**config.mk**
```make
export PLATFORM = sky130hd
export DESIGN_NAME = aligned_band_chart_packer_flat
export DESIGN_NICKNAME = d
export VERILOG_FILES = /design/src/sv/abcp_pkg.sv /design/src/sv/abcp_if.sv /design/src/sv/aligned_band_chart_packer.sv /design/src/flat_wrapper.sv
export SDC_FILE = /design/constraint.sdc
export NUM_CORES = 1
export LEC_CHECK = 0
export BUFFER_PORTS_ARGS = -buffer_cell sky130_fd_sc_hd__buf_2
export CAP_MARGIN = 20
export CELL_PAD_IN_SITES_DETAIL_PLACEMENT = 0
export CELL_PAD_IN_SITES_GLOBAL_PLACEMENT = 1
export CORE_MARGIN = 2
export CORE_UTILIZATION = 50
export DETAILED_ROUTE_END_ITERATION = 7
export GPL_TIMING_DRIVEN = 0
export PLACE_DENSITY = 0.87
export SLEW_MARGIN = 5
export SYNTH_ARGS = -nofsm -noshare
export SYNTH_HDL_FRONTEND = slang
export SYNTH_SLANG_ARGS = --single-unit
```
**constraint.sdc**
```tcl
create_clock -name clk -period 10.96 [get_ports clk]
set_input_delay 1.096 -clock clk [delete_from_list [all_inputs] [get_ports clk]]
set_output_delay 1.096 -clock clk [all_outputs]
set_load 0.03 [all_outputs]
```
**src/sv/abcp_pkg.sv**
```systemverilog
// Shared types and constants of the aligned band chart packer.
// No dependencies; the interfaces and the top level use it by scoped names.
`timescale 1ns / 1ps
`default_nettype none

package abcp_pkg;

  localparam int WIDTH_W  = 15;  // chart_width, page_width, page_pitch
  localparam int LIMIT_W  = 9;   // page_limit
  localparam int GUTTER_W = 8;
  localparam int BASE_X_W = 14;
  localparam int BASE_Y_W = 23;
  localparam int PAGE_W   = 8;   // the page number never passes 255
  localparam int APB_AW   = 4;
  localparam int APB_DW   = 32;

  localparam logic [LIMIT_W-1:0] MAX_PAGES = 9'd256;

  localparam logic [WIDTH_W-1:0]  RST_PAGE_WIDTH = 15'd4096;
  localparam logic [LIMIT_W-1:0]  RST_PAGE_LIMIT = 9'd1;
  localparam logic [WIDTH_W-1:0]  RST_PAGE_PITCH = 15'd256;
  localparam logic [GUTTER_W-1:0] RST_GUTTER     = 8'd0;

  typedef enum logic [1:0] {
    REG_PAGE_WIDTH = 2'd0,
    REG_PAGE_LIMIT = 2'd1,
    REG_PAGE_PITCH = 2'd2,
    REG_GUTTER     = 2'd3
  } reg_idx_t;

  typedef enum logic [1:0] {
    S_IDLE,
    S_DIV,
    S_PLACE,
    S_OUT
  } state_t;

  localparam logic STATUS_PLACED = 1'b0;
  localparam logic STATUS_FAILED = 1'b1;

endpackage

`default_nettype wire

```
**src/sv/abcp_if.sv**
```systemverilog
// Valid/ready channels of the packer: chart words in, placement words out.
// Depends on abcp_pkg for the field widths.
`timescale 1ns / 1ps
`default_nettype none

interface abcp_in_if;
  logic                        valid;
  logic                        ready;
  logic [abcp_pkg::WIDTH_W-1:0] chart_width;
  logic                        start_batch;

  modport source (output valid, output chart_width, output start_batch, input ready);
  modport sink (input valid, input chart_width, input start_batch, output ready);
endinterface

interface abcp_out_if;
  logic                          valid;
  logic                          ready;
  logic [abcp_pkg::BASE_X_W-1:0] base_x;
  logic [abcp_pkg::BASE_Y_W-1:0] base_y;
  logic [abcp_pkg::PAGE_W-1:0]   page_index;
  logic                          status;

  modport source (output valid, output base_x, output base_y, output page_index,
                  output status, input ready);
  modport sink (input valid, input base_x, input base_y, input page_index,
                input status, output ready);
endinterface

`default_nettype wire

```
**src/sv/aligned_band_chart_packer.sv**
```systemverilog
// Aligned band chart packer: one-row shelf allocator over successive pages.
// Depends on abcp_pkg and the channel interfaces in abcp_if.sv.
//
// Usage: chart words enter on chart_in (valid/ready), one placement word per
// chart leaves on place_out. The APB port holds page_width, page_limit,
// page_pitch and gutter_texels; write them only while the block is idle.
// A chart whose cursor is nonzero is aligned by a serial restoring divider
// that yields one remainder bit a cycle, max(COORD_BITS, 15) + 2 steps
// (17 at COORD_BITS = 14), then passes the placement step and the output
// state. A chart on a zero cursor skips the divider; a failing chart skips
// both the divider and the placement step.
// The block holds ready low while a chart is in work. The output word sits
// in a register, so a new chart is accepted while the previous word waits;
// a stalled receiver holds the finished word and the block waits for it
// before loading the next one. Reset clears the cursor, page, failure flag
// and output valid, and loads the configuration defaults.
`timescale 1ns / 1ps
`default_nettype none

module aligned_band_chart_packer #(
  parameter int COORD_BITS = 14
) (
  input  wire logic                          clk,
  input  wire logic                          rst,
  abcp_in_if.sink                            chart_in,
  abcp_out_if.source                         place_out,
  input  wire logic                          psel,
  input  wire logic                          penable,
  input  wire logic                          pwrite,
  input  wire logic [abcp_pkg::APB_AW-1:0]   paddr,
  input  wire logic [abcp_pkg::APB_DW-1:0]   pwdata,
  output logic      [abcp_pkg::APB_DW-1:0]   prdata,
  output logic                               pready
);

  localparam int WW = abcp_pkg::WIDTH_W;
  // Dividend width: cursor + gutter + width - 1 stays below twice the capped limit plus 256.
  localparam int VW = ((COORD_BITS > WW) ? COORD_BITS : WW) + 2;
  localparam int CNT_W = $clog2(VW);
  localparam logic [VW-1:0] LIMIT_CAP = VW'(64'd1 << COORD_BITS);
  localparam int XMASK_I = (1 << COORD_BITS) - 1;
  localparam logic [abcp_pkg::BASE_X_W-1:0] X_MASK = abcp_pkg::BASE_X_W'(XMASK_I);

  // Configuration registers.
  logic [WW-1:0]                     page_width;
  logic [abcp_pkg::LIMIT_W-1:0]      page_limit;
  logic [WW-1:0]                     page_pitch;
  logic [abcp_pkg::GUTTER_W-1:0]     gutter_texels;
  abcp_pkg::reg_idx_t                reg_sel;
  logic                              cfg_write;

  // Packing state and working registers.
  abcp_pkg::state_t                  state, state_next;
  logic [WW-1:0]                     cursor;
  logic [abcp_pkg::PAGE_W-1:0]       page;
  logic                              failed;
  logic [WW-1:0]                     width;
  logic [VW-1:0]                     dividend;
  logic [VW-1:0]                     shifter;
  logic [WW-1:0]                     rem;
  logic [CNT_W-1:0]                  cnt;
  logic [VW-1:0]                     placed;
  logic                              res_fail;

  // Output register.
  logic                              out_valid;
  logic [abcp_pkg::BASE_X_W-1:0]     out_x;
  logic [abcp_pkg::BASE_Y_W-1:0]     out_y;
  logic [abcp_pkg::PAGE_W-1:0]       out_page;
  logic                              out_status;

  logic                              in_ready;
  logic                              in_accept;
  logic                              out_free;
  logic                              div_last;

  logic [VW-1:0]                     limit_w;
  logic [abcp_pkg::LIMIT_W-1:0]      limit_p;
  logic [WW-1:0]                     cur_e;
  logic [abcp_pkg::PAGE_W-1:0]       page_e;
  logic                              failed_e;
  logic                              too_wide;
  logic [WW:0]                       rem_trial;
  logic [VW-1:0]                     placed_c;
  logic [VW:0]                       end_x;
  logic                              overflow;
  logic                              out_of_pages;
  logic [abcp_pkg::LIMIT_W-1:0]      page_inc;

  // APB slave.
  assign pready    = 1'b1;
  assign reg_sel   = abcp_pkg::reg_idx_t'(paddr[3:2]);
  assign cfg_write = psel && penable && pwrite && pready;

  always_ff @(posedge clk) begin
    if (rst) begin
      page_width    <= abcp_pkg::RST_PAGE_WIDTH;
      page_limit    <= abcp_pkg::RST_PAGE_LIMIT;
      page_pitch    <= abcp_pkg::RST_PAGE_PITCH;
      gutter_texels <= abcp_pkg::RST_GUTTER;
    end else if (cfg_write) begin
      case (reg_sel)
        abcp_pkg::REG_PAGE_WIDTH: page_width    <= pwdata[WW-1:0];
        abcp_pkg::REG_PAGE_LIMIT: page_limit    <= pwdata[abcp_pkg::LIMIT_W-1:0];
        abcp_pkg::REG_PAGE_PITCH: page_pitch    <= pwdata[WW-1:0];
        abcp_pkg::REG_GUTTER:     gutter_texels <= pwdata[abcp_pkg::GUTTER_W-1:0];
        default: ;
      endcase
    end
  end

  always_comb begin
    case (reg_sel)
      abcp_pkg::REG_PAGE_WIDTH: prdata = abcp_pkg::APB_DW'(page_width);
      abcp_pkg::REG_PAGE_LIMIT: prdata = abcp_pkg::APB_DW'(page_limit);
      abcp_pkg::REG_PAGE_PITCH: prdata = abcp_pkg::APB_DW'(page_pitch);
      abcp_pkg::REG_GUTTER:     prdata = abcp_pkg::APB_DW'(gutter_texels);
      default:                  prdata = '0;
    endcase
  end

  // Effective limits.
  assign limit_w = (VW'(page_width) > LIMIT_CAP) ? LIMIT_CAP : VW'(page_width);
  assign limit_p = (page_limit > abcp_pkg::MAX_PAGES) ? abcp_pkg::MAX_PAGES : page_limit;

  // A new batch clears the state before the chart is judged.
  assign cur_e    = chart_in.start_batch ? '0 : cursor;
  assign page_e   = chart_in.start_batch ? '0 : page;
  assign failed_e = chart_in.start_batch ? 1'b0 : failed;
  assign too_wide = (chart_in.chart_width == '0) ||
                    (VW'(chart_in.chart_width) > limit_w);

  // One restoring step of the remainder.
  assign rem_trial = {rem, shifter[VW-1]};
  assign div_last  = (cnt == CNT_W'(VW - 1));

  // Rounded position is the dividend minus its remainder.
  assign placed_c     = dividend - VW'(rem);
  assign end_x        = {1'b0, placed_c} + (VW + 1)'(width);
  assign overflow     = end_x > (VW + 1)'(limit_w);
  assign page_inc     = abcp_pkg::LIMIT_W'(page) + abcp_pkg::LIMIT_W'(1);
  assign out_of_pages = page_inc >= limit_p;

  assign out_free  = !out_valid || place_out.ready;
  assign in_accept = chart_in.valid && in_ready;

  always_ff @(posedge clk) begin
    if (rst) begin
      state <= abcp_pkg::S_IDLE;
    end else begin
      state <= state_next;
    end
  end

  always_comb begin
    state_next = state;
    in_ready   = 1'b0;
    case (state)
      abcp_pkg::S_IDLE: begin
        in_ready = 1'b1;
        if (chart_in.valid) begin
          if (failed_e || too_wide) begin
            state_next = abcp_pkg::S_OUT;
          end else if (cur_e == '0) begin
            state_next = abcp_pkg::S_PLACE;
          end else begin
            state_next = abcp_pkg::S_DIV;
          end
        end
      end
      abcp_pkg::S_DIV: begin
        if (div_last) state_next = abcp_pkg::S_PLACE;
      end
      abcp_pkg::S_PLACE: begin
        state_next = abcp_pkg::S_OUT;
      end
      abcp_pkg::S_OUT: begin
        if (out_free) state_next = abcp_pkg::S_IDLE;
      end
      default: state_next = abcp_pkg::S_IDLE;
    endcase
  end

  // Packing state.
  always_ff @(posedge clk) begin
    if (rst) begin
      cursor <= '0;
      page   <= '0;
      failed <= 1'b0;
    end else if (in_accept) begin
      cursor <= cur_e;
      page   <= page_e;
      failed <= failed_e || too_wide;
    end else if (state == abcp_pkg::S_PLACE) begin
      if (!overflow) begin
        cursor <= end_x[WW-1:0];
      end else if (out_of_pages) begin
        failed <= 1'b1;
      end else begin
        page   <= page_inc[abcp_pkg::PAGE_W-1:0];
        cursor <= width;
      end
    end
  end

  // Working registers of the divider and placement step.
  always_ff @(posedge clk) begin
    if (in_accept) begin
      width    <= chart_in.chart_width;
      res_fail <= failed_e || too_wide;
      rem      <= '0;
      cnt      <= '0;
      if (cur_e == '0) begin
        dividend <= '0;
        shifter  <= '0;
      end else begin
        dividend <= VW'(cur_e) + VW'(gutter_texels) + VW'(chart_in.chart_width) - VW'(1);
        shifter  <= VW'(cur_e) + VW'(gutter_texels) + VW'(chart_in.chart_width) - VW'(1);
      end
    end else if (state == abcp_pkg::S_DIV) begin
      shifter <= {shifter[VW-2:0], 1'b0};
      cnt     <= cnt + CNT_W'(1);
      if (rem_trial >= {1'b0, width}) begin
        rem <= WW'(rem_trial - {1'b0, width});
      end else begin
        rem <= rem_trial[WW-1:0];
      end
    end else if (state == abcp_pkg::S_PLACE) begin
      if (overflow) begin
        placed   <= '0;
        res_fail <= out_of_pages;
      end else begin
        placed   <= placed_c;
      end
    end
  end

  // Output register; the page offset multiply is done on load.
  always_ff @(posedge clk) begin
    if (rst) begin
      out_valid <= 1'b0;
    end else if (state == abcp_pkg::S_OUT && out_free) begin
      out_valid <= 1'b1;
    end else if (place_out.ready) begin
      out_valid <= 1'b0;
    end
  end

  always_ff @(posedge clk) begin
    if (state == abcp_pkg::S_OUT && out_free) begin
      if (res_fail) begin
        out_x      <= '0;
        out_y      <= '0;
        out_page   <= '0;
        out_status <= abcp_pkg::STATUS_FAILED;
      end else begin
        out_x      <= placed[abcp_pkg::BASE_X_W-1:0] & X_MASK;
        out_y      <= abcp_pkg::BASE_Y_W'(page) * abcp_pkg::BASE_Y_W'(page_pitch);
        out_page   <= page;
        out_status <= abcp_pkg::STATUS_PLACED;
      end
    end
  end

  assign chart_in.ready       = in_ready;
  assign place_out.valid      = out_valid;
  assign place_out.base_x     = out_x;
  assign place_out.base_y     = out_y;
  assign place_out.page_index = out_page;
  assign place_out.status     = out_status;

`ifndef ASSERT_OFF
  // A failure word carries no position.
  a_fail_zero: assert property (@(posedge clk) disable iff (rst)
    (place_out.valid && place_out.status == abcp_pkg::STATUS_FAILED) |->
      (place_out.base_x == '0 && place_out.base_y == '0 && place_out.page_index == '0))
    else $error("failure word with nonzero position");

  // The block is busy in the cycle after it takes a chart.
  a_busy_after_accept: assert property (@(posedge clk) disable iff (rst)
    in_accept |=> !chart_in.ready)
    else $error("chart accepted back to back");

  // After the last divider step the remainder is below the chart width.
  a_rem_range: assert property (@(posedge clk) disable iff (rst)
    (state == abcp_pkg::S_PLACE) |-> (rem < width || width == '0))
    else $error("divider remainder out of range");
`endif

endmodule

`default_nettype wire
```
**src/flat_wrapper.sv**
```systemverilog
// flat-port wrapper written by rule: the top's interface ports become plain ports
module aligned_band_chart_packer_flat 
#(
  parameter int COORD_BITS = 14
)
  (clk, rst, psel, penable, pwrite, paddr, pwdata, prdata, pready, chart_in_valid, chart_in_chart_width, chart_in_start_batch, chart_in_ready, place_out_valid, place_out_base_x, place_out_base_y, place_out_page_index, place_out_status, place_out_ready);
  abcp_in_if chart_in_i ();
  abcp_out_if place_out_i ();
  input  wire logic clk;
  input  wire logic rst;
  input  wire logic psel;
  input  wire logic penable;
  input  wire logic pwrite;
  input  wire logic [abcp_pkg::APB_AW-1:0] paddr;
  input  wire logic [abcp_pkg::APB_DW-1:0] pwdata;
  output logic      [abcp_pkg::APB_DW-1:0] prdata;
  output logic pready;
  input wire logic [$bits(chart_in_i.valid)-1:0] chart_in_valid;
  input wire logic [$bits(chart_in_i.chart_width)-1:0] chart_in_chart_width;
  input wire logic [$bits(chart_in_i.start_batch)-1:0] chart_in_start_batch;
  output wire logic [$bits(chart_in_i.ready)-1:0] chart_in_ready;
  output wire logic [$bits(place_out_i.valid)-1:0] place_out_valid;
  output wire logic [$bits(place_out_i.base_x)-1:0] place_out_base_x;
  output wire logic [$bits(place_out_i.base_y)-1:0] place_out_base_y;
  output wire logic [$bits(place_out_i.page_index)-1:0] place_out_page_index;
  output wire logic [$bits(place_out_i.status)-1:0] place_out_status;
  input wire logic [$bits(place_out_i.ready)-1:0] place_out_ready;
  assign chart_in_i.valid = chart_in_valid;
  assign chart_in_i.chart_width = chart_in_chart_width;
  assign chart_in_i.start_batch = chart_in_start_batch;
  assign chart_in_ready = chart_in_i.ready;
  assign place_out_valid = place_out_i.valid;
  assign place_out_base_x = place_out_i.base_x;
  assign place_out_base_y = place_out_i.base_y;
  assign place_out_page_index = place_out_i.page_index;
  assign place_out_status = place_out_i.status;
  assign place_out_i.ready = place_out_ready;
  aligned_band_chart_packer #(.COORD_BITS(COORD_BITS)) u_core (.clk(clk), .rst(rst), .chart_in(chart_in_i), .place_out(place_out_i), .psel(psel), .penable(penable), .pwrite(pwrite), .paddr(paddr), .pwdata(pwdata), .prdata(prdata), .pready(pready));
endmodule
```
==> results by group <==
Clock network
  – Longest Clk Path Bufs: 3
  – CTS root buffer: clkbuf_16
  – Setup repair bufs after CTS: 0
  – Reg clk slew, reported paths: 0.06 ns
  – TritonCTS Sinks: 204
  – Htree depth: 1
  – TritonCTS clock tree: built
  – Skew-Pair Late Insertion Delay: 0.54 ns
  – Hold Buf Count CTS: 0
  – Post_cts resized: 0
  – TritonCTS buffer count: 24

STA
  – Hold WS: 0.4523 ns
  – Final setup viols: 0
  – Max Freq: 0.1673 GHz
  – Post-route clock skew: 0.02441 ns
  – Worst-Margin Slew: 0.9609 ns
  – Final Hold Vio Count: 0
  – Rel. slew slack: 0.3594
  – Total negative slack: 0 ns
  – RSZ-0062 raised after global routing: false
  – Min Clock Period, post-route: 5.978 ns
  – Final Max Tran Viols: 0
  – Post-route setup slack: 4.982 ns
  – Final period utilization: 0.5455

Placement
  – Routability Congestion: 0.8983
  – Worst slack, placed: 4.590 ns
  – Dpl cell area: 0.01783 mm^2
  – I/O Buffers: 101
  – Post-DP HPWL: 34.87 mm

Final layout
  – Share of layout cells above drive strength 1: 0.1050
  – Layout Nets: 2,288
  – Area Growth Syn to Fin: 12.36%
  – Util after Layout: 0.5727
  – Post-route cell area: 0.01873 mm^2
  – Inserted Diodes: 0

Critical path
  – Reg2reg path depth: 26
  – CP required: 11.36 ns
  – Most frequent CP cell: ha_1
  – Critical Path End Type: flip-flop
  – Critical Path Max Stage Delay: 0.38 ns
  – Worst r2r dst: u_core.cursor[0]
  – Reg2reg start: u_core.rem[5]
  – Crit path launch: u_core.rem[5]
  – Crit-path max FO: 10
  – Crit path kind: flip-flop to flip-flop
  – Critical Path Start Type: flip-flop
  – Worst EP arrival: 6.38 ns
  – R2r setup slk: 4.98 ns
  – Worst path slowest cell: a221o_2

Route
  – DR pass1 iterations: 5
  – Starting DRT DRC Count: 1,161
  – Avg WL per Cell: 18.15 um
  – Vias per cell: 5.560
  – Vias: 13,520
  – Routed wl met3: 3.659 mm
  – Routed WL: 44.14 mm
  – Residual DRC count: 0
  – WL met2: 19.39 mm
  – Wire length on met1: 19.93 mm
  – Max layer used: met4
  – DRT antenna net count: 0

Global route
  – Vias in the first global route: 13,160
  – Largest net degree at the start of global routing: 36
  – Antenna violations before repair: 1
  – First-pass GRT wire length: 70.50 mm
  – Congestion Overflow GR: 0
  – Total track usage: 0.2525

Die
  – Die X: 186.6 um
  – Initial core utilization: 0.5097
  – # rows: 66
  – # IOs: 140
  – Die ar.: 0.03481 mm^2
  – Die H: 186.6 um
  – Core ar.: 0.03270 mm^2

Worst hold path
  – Worst Hold Launch: u_core.res_fail
  – Hold endpoint: u_core.place_out.status
  – Hold path depth: 0
  – Type of the worst min-delay path: flip-flop to flip-flop

Pwr
  – Internal power: 2.855 mW
  – Static Leak: 8.567 nW
  – Pwr dens: 281.7 mW/mm^2
  – Comb power frac: 0.615
  – VDD IR-drop max: 0.2638 mV
  – Clock Power Share: 0.169
  – Power share of the sequential group: 0.216
  – P_sw: 2.420 mW
  – Switching Fraction: 0.4588

Synthesis
  – Dominant synthesized flop cell: edfxtp_1
  – Post-synth EDFFs: 110
  – Mapped Cells: 1,827
  – Post-synth cell types: 77
  – Syn avg cell area: 9.123 um^2
  – Sequential area share after synthesis: 0.3111
  – FF+latch count, synth: 204
  – Yosys warnings: 0
  – Synthesized cell area: 0.01667 mm^2
  – Async SR Flop Fraction: 0

Job
  – Max Cap Viol: 0

Run status
  – Outcome: complete, no violations
[placed cells by master, fill, tap and decap left out, types with 58 or more instances in the layout]
cell type  instances
a21oi_1          110
buf_2            102
fa_1              83
nor2_1           148
inv_1            193
edfxtp_1         110
nand2_1          212
dfxtp_1           94
and2_1            58
ha_1             174
clkbuf_1          64
[power by group through the flow]
| stage | Combinational (mW) | Clock (mW) | Sequential, mW |
|---|---|---|---|
| floorplan | 2.38 | 0 | 1.14 |
| global placement | 3.09 | 0 | 1.15 |
| detailed placement | 3.17 | 0 | 1.15 |
| CTS | 3.20 | 0.904 | 1.14 |
| global route | 3.60 | 0.936 | 1.16 |
| finish | 3.24 | 0.892 | 1.14 |
[cell type report]
| type | count | area, um^2 |
|---|---|---|
| sequential | 204 | 5185 |
| timing repair buffer | 103 | 545.5 |
| inverter | 194 | 728.2 |
| clock inverter | 14 | 193.9 |
| buffer | 95 | 452.9 |
| clock buffer | 30 | 698.2 |
| tap | 442 | 553.0 |
| multi-input combinational | 1350 | 10370 |
| fill | 2999 | 13970 |
[worst max path at each step]
stage                                     to  depth (start not counted)
final                       u_core.cursor[0]                         26
after global routing        u_core.cursor[0]                         26
after CTS                   u_core.cursor[0]                         26
after detailed placement  u_core.shifter[16]                         23
after global placement    u_core.shifter[16]                         23
after floorplan           u_core.shifter[15]                         25
[worst max-delay path: cells and delay by family, from the launching register on]
family | cells | cell delay [ns]
buffers and inverters | 3 | 0.41
xor gates and xnor gates | 2 | 0.39
DFF | 1 | 0.37
AOI/OAI and AO/OA | 12 | 2.69
adders and majority gates | 3 | 1.01
and+or+nand+nor | 6 | 1.01
[stage by stage]
stage	total power, mW	instances
2_1_floorplan	3.517	1843
3_3_place_gp	4.242	2386
3_5_place_dp	4.322	2388
4_1_cts	5.238	2432
5_1_grt	5.693	2432
6_report	5.276	2432
[state kept, by name (all words and copies together) (netlist names)]
| name | count |
|---|---|
| u_core.place_out.status | 1 |
| u_core.failed | 1 |
| u_core.page | 8 |
| u_core.rem | 15 |
| u_core.cursor | 15 |
| u_core.shifter | 17 |
| u_core.page_limit | 9 |
| u_core.place_out.page_index | 8 |
| u_core.cnt | 5 |
| u_core.dividend | 17 |
| u_core.place_out.base_x | 14 |
| u_core.res_fail | 1 |
| u_core.page_pitch | 15 |
| u_core.width | 15 |
| u_core.place_out.valid | 1 |
| u_core.state | 2 |
| u_core.gutter_texels | 8 |
| u_core.place_out.base_y | 23 |
| u_core.page_width | 15 |
| u_core.placed | 14 |
[layer usage]
| layer | up-vias | track usage |
|---|---|---|
| met5 | - | 0 |
| met4 | 0 | 0.07082 |
| met3 | 73 | 0.04758 |
| met2 | 506 | 0.3982 |
| met1 | 6445 | 0.3555 |
| li1 | 6498 | - |
[cells in the mapped netlist, drive strengths merged, types with 3 or more instances]
cell    number  area, um^2
nand2      214       813.3
inv        193       724.4
ha         174        2177
nor2       148       555.5
a21oi      112       568.1
edfxtp     110        3303
dfxtp       94        1882
fa          83        1662
clkbuf      64       240.2
and2        59       371.6
nor2b       54       337.8
xnor2       51       446.7
o21ai       39       195.2
and3        38       237.7
buf         31       211.5
mux2i       29       290.3
xor2        29       254.0
a21o        28       210.2
nand2b      23       143.9
nand3       23       115.1
nor3        23       115.1
a211oi      18       135.1
a211o       16       140.1
a31oi       14       87.58
nand4       14       87.58
o21a        14       112.6
nand3b      12       90.09
nor4        12       75.07
o21bai      11       82.58
a41oi        9       78.83
o211ai       9       67.56
o31ai        9       67.56
mux2         8       93.83
mux4         8       180.2
a221o        5       51.30
a21boi       4       30.03
or2          4       25.02
or3          4       25.02
and4         3       26.28
[logic make-up (layout without fill, tap and decap cells)]
| logic type | Yosys count | after routing | share of synthesized area |
|---|---|---|---|
| other | 2 | 18 | 0.0004506 |
| XOR/XNOR | 80 | 80 | 0.04204 |
| buffers and inverters | 289 | 436 | 0.07079 |
| adder cells (fa/ha/maj) | 257 | 257 | 0.2303 |
| flip-flops | 204 | 204 | 0.3111 |
| AO/OA/AOI/OAI | 312 | 312 | 0.1263 |
| AND/OR/NAND/NOR | 638 | 638 | 0.1852 |
| multiplexers | 45 | 45 | 0.03386 |
No activity file was read; power rests on OpenSTA's default activity.
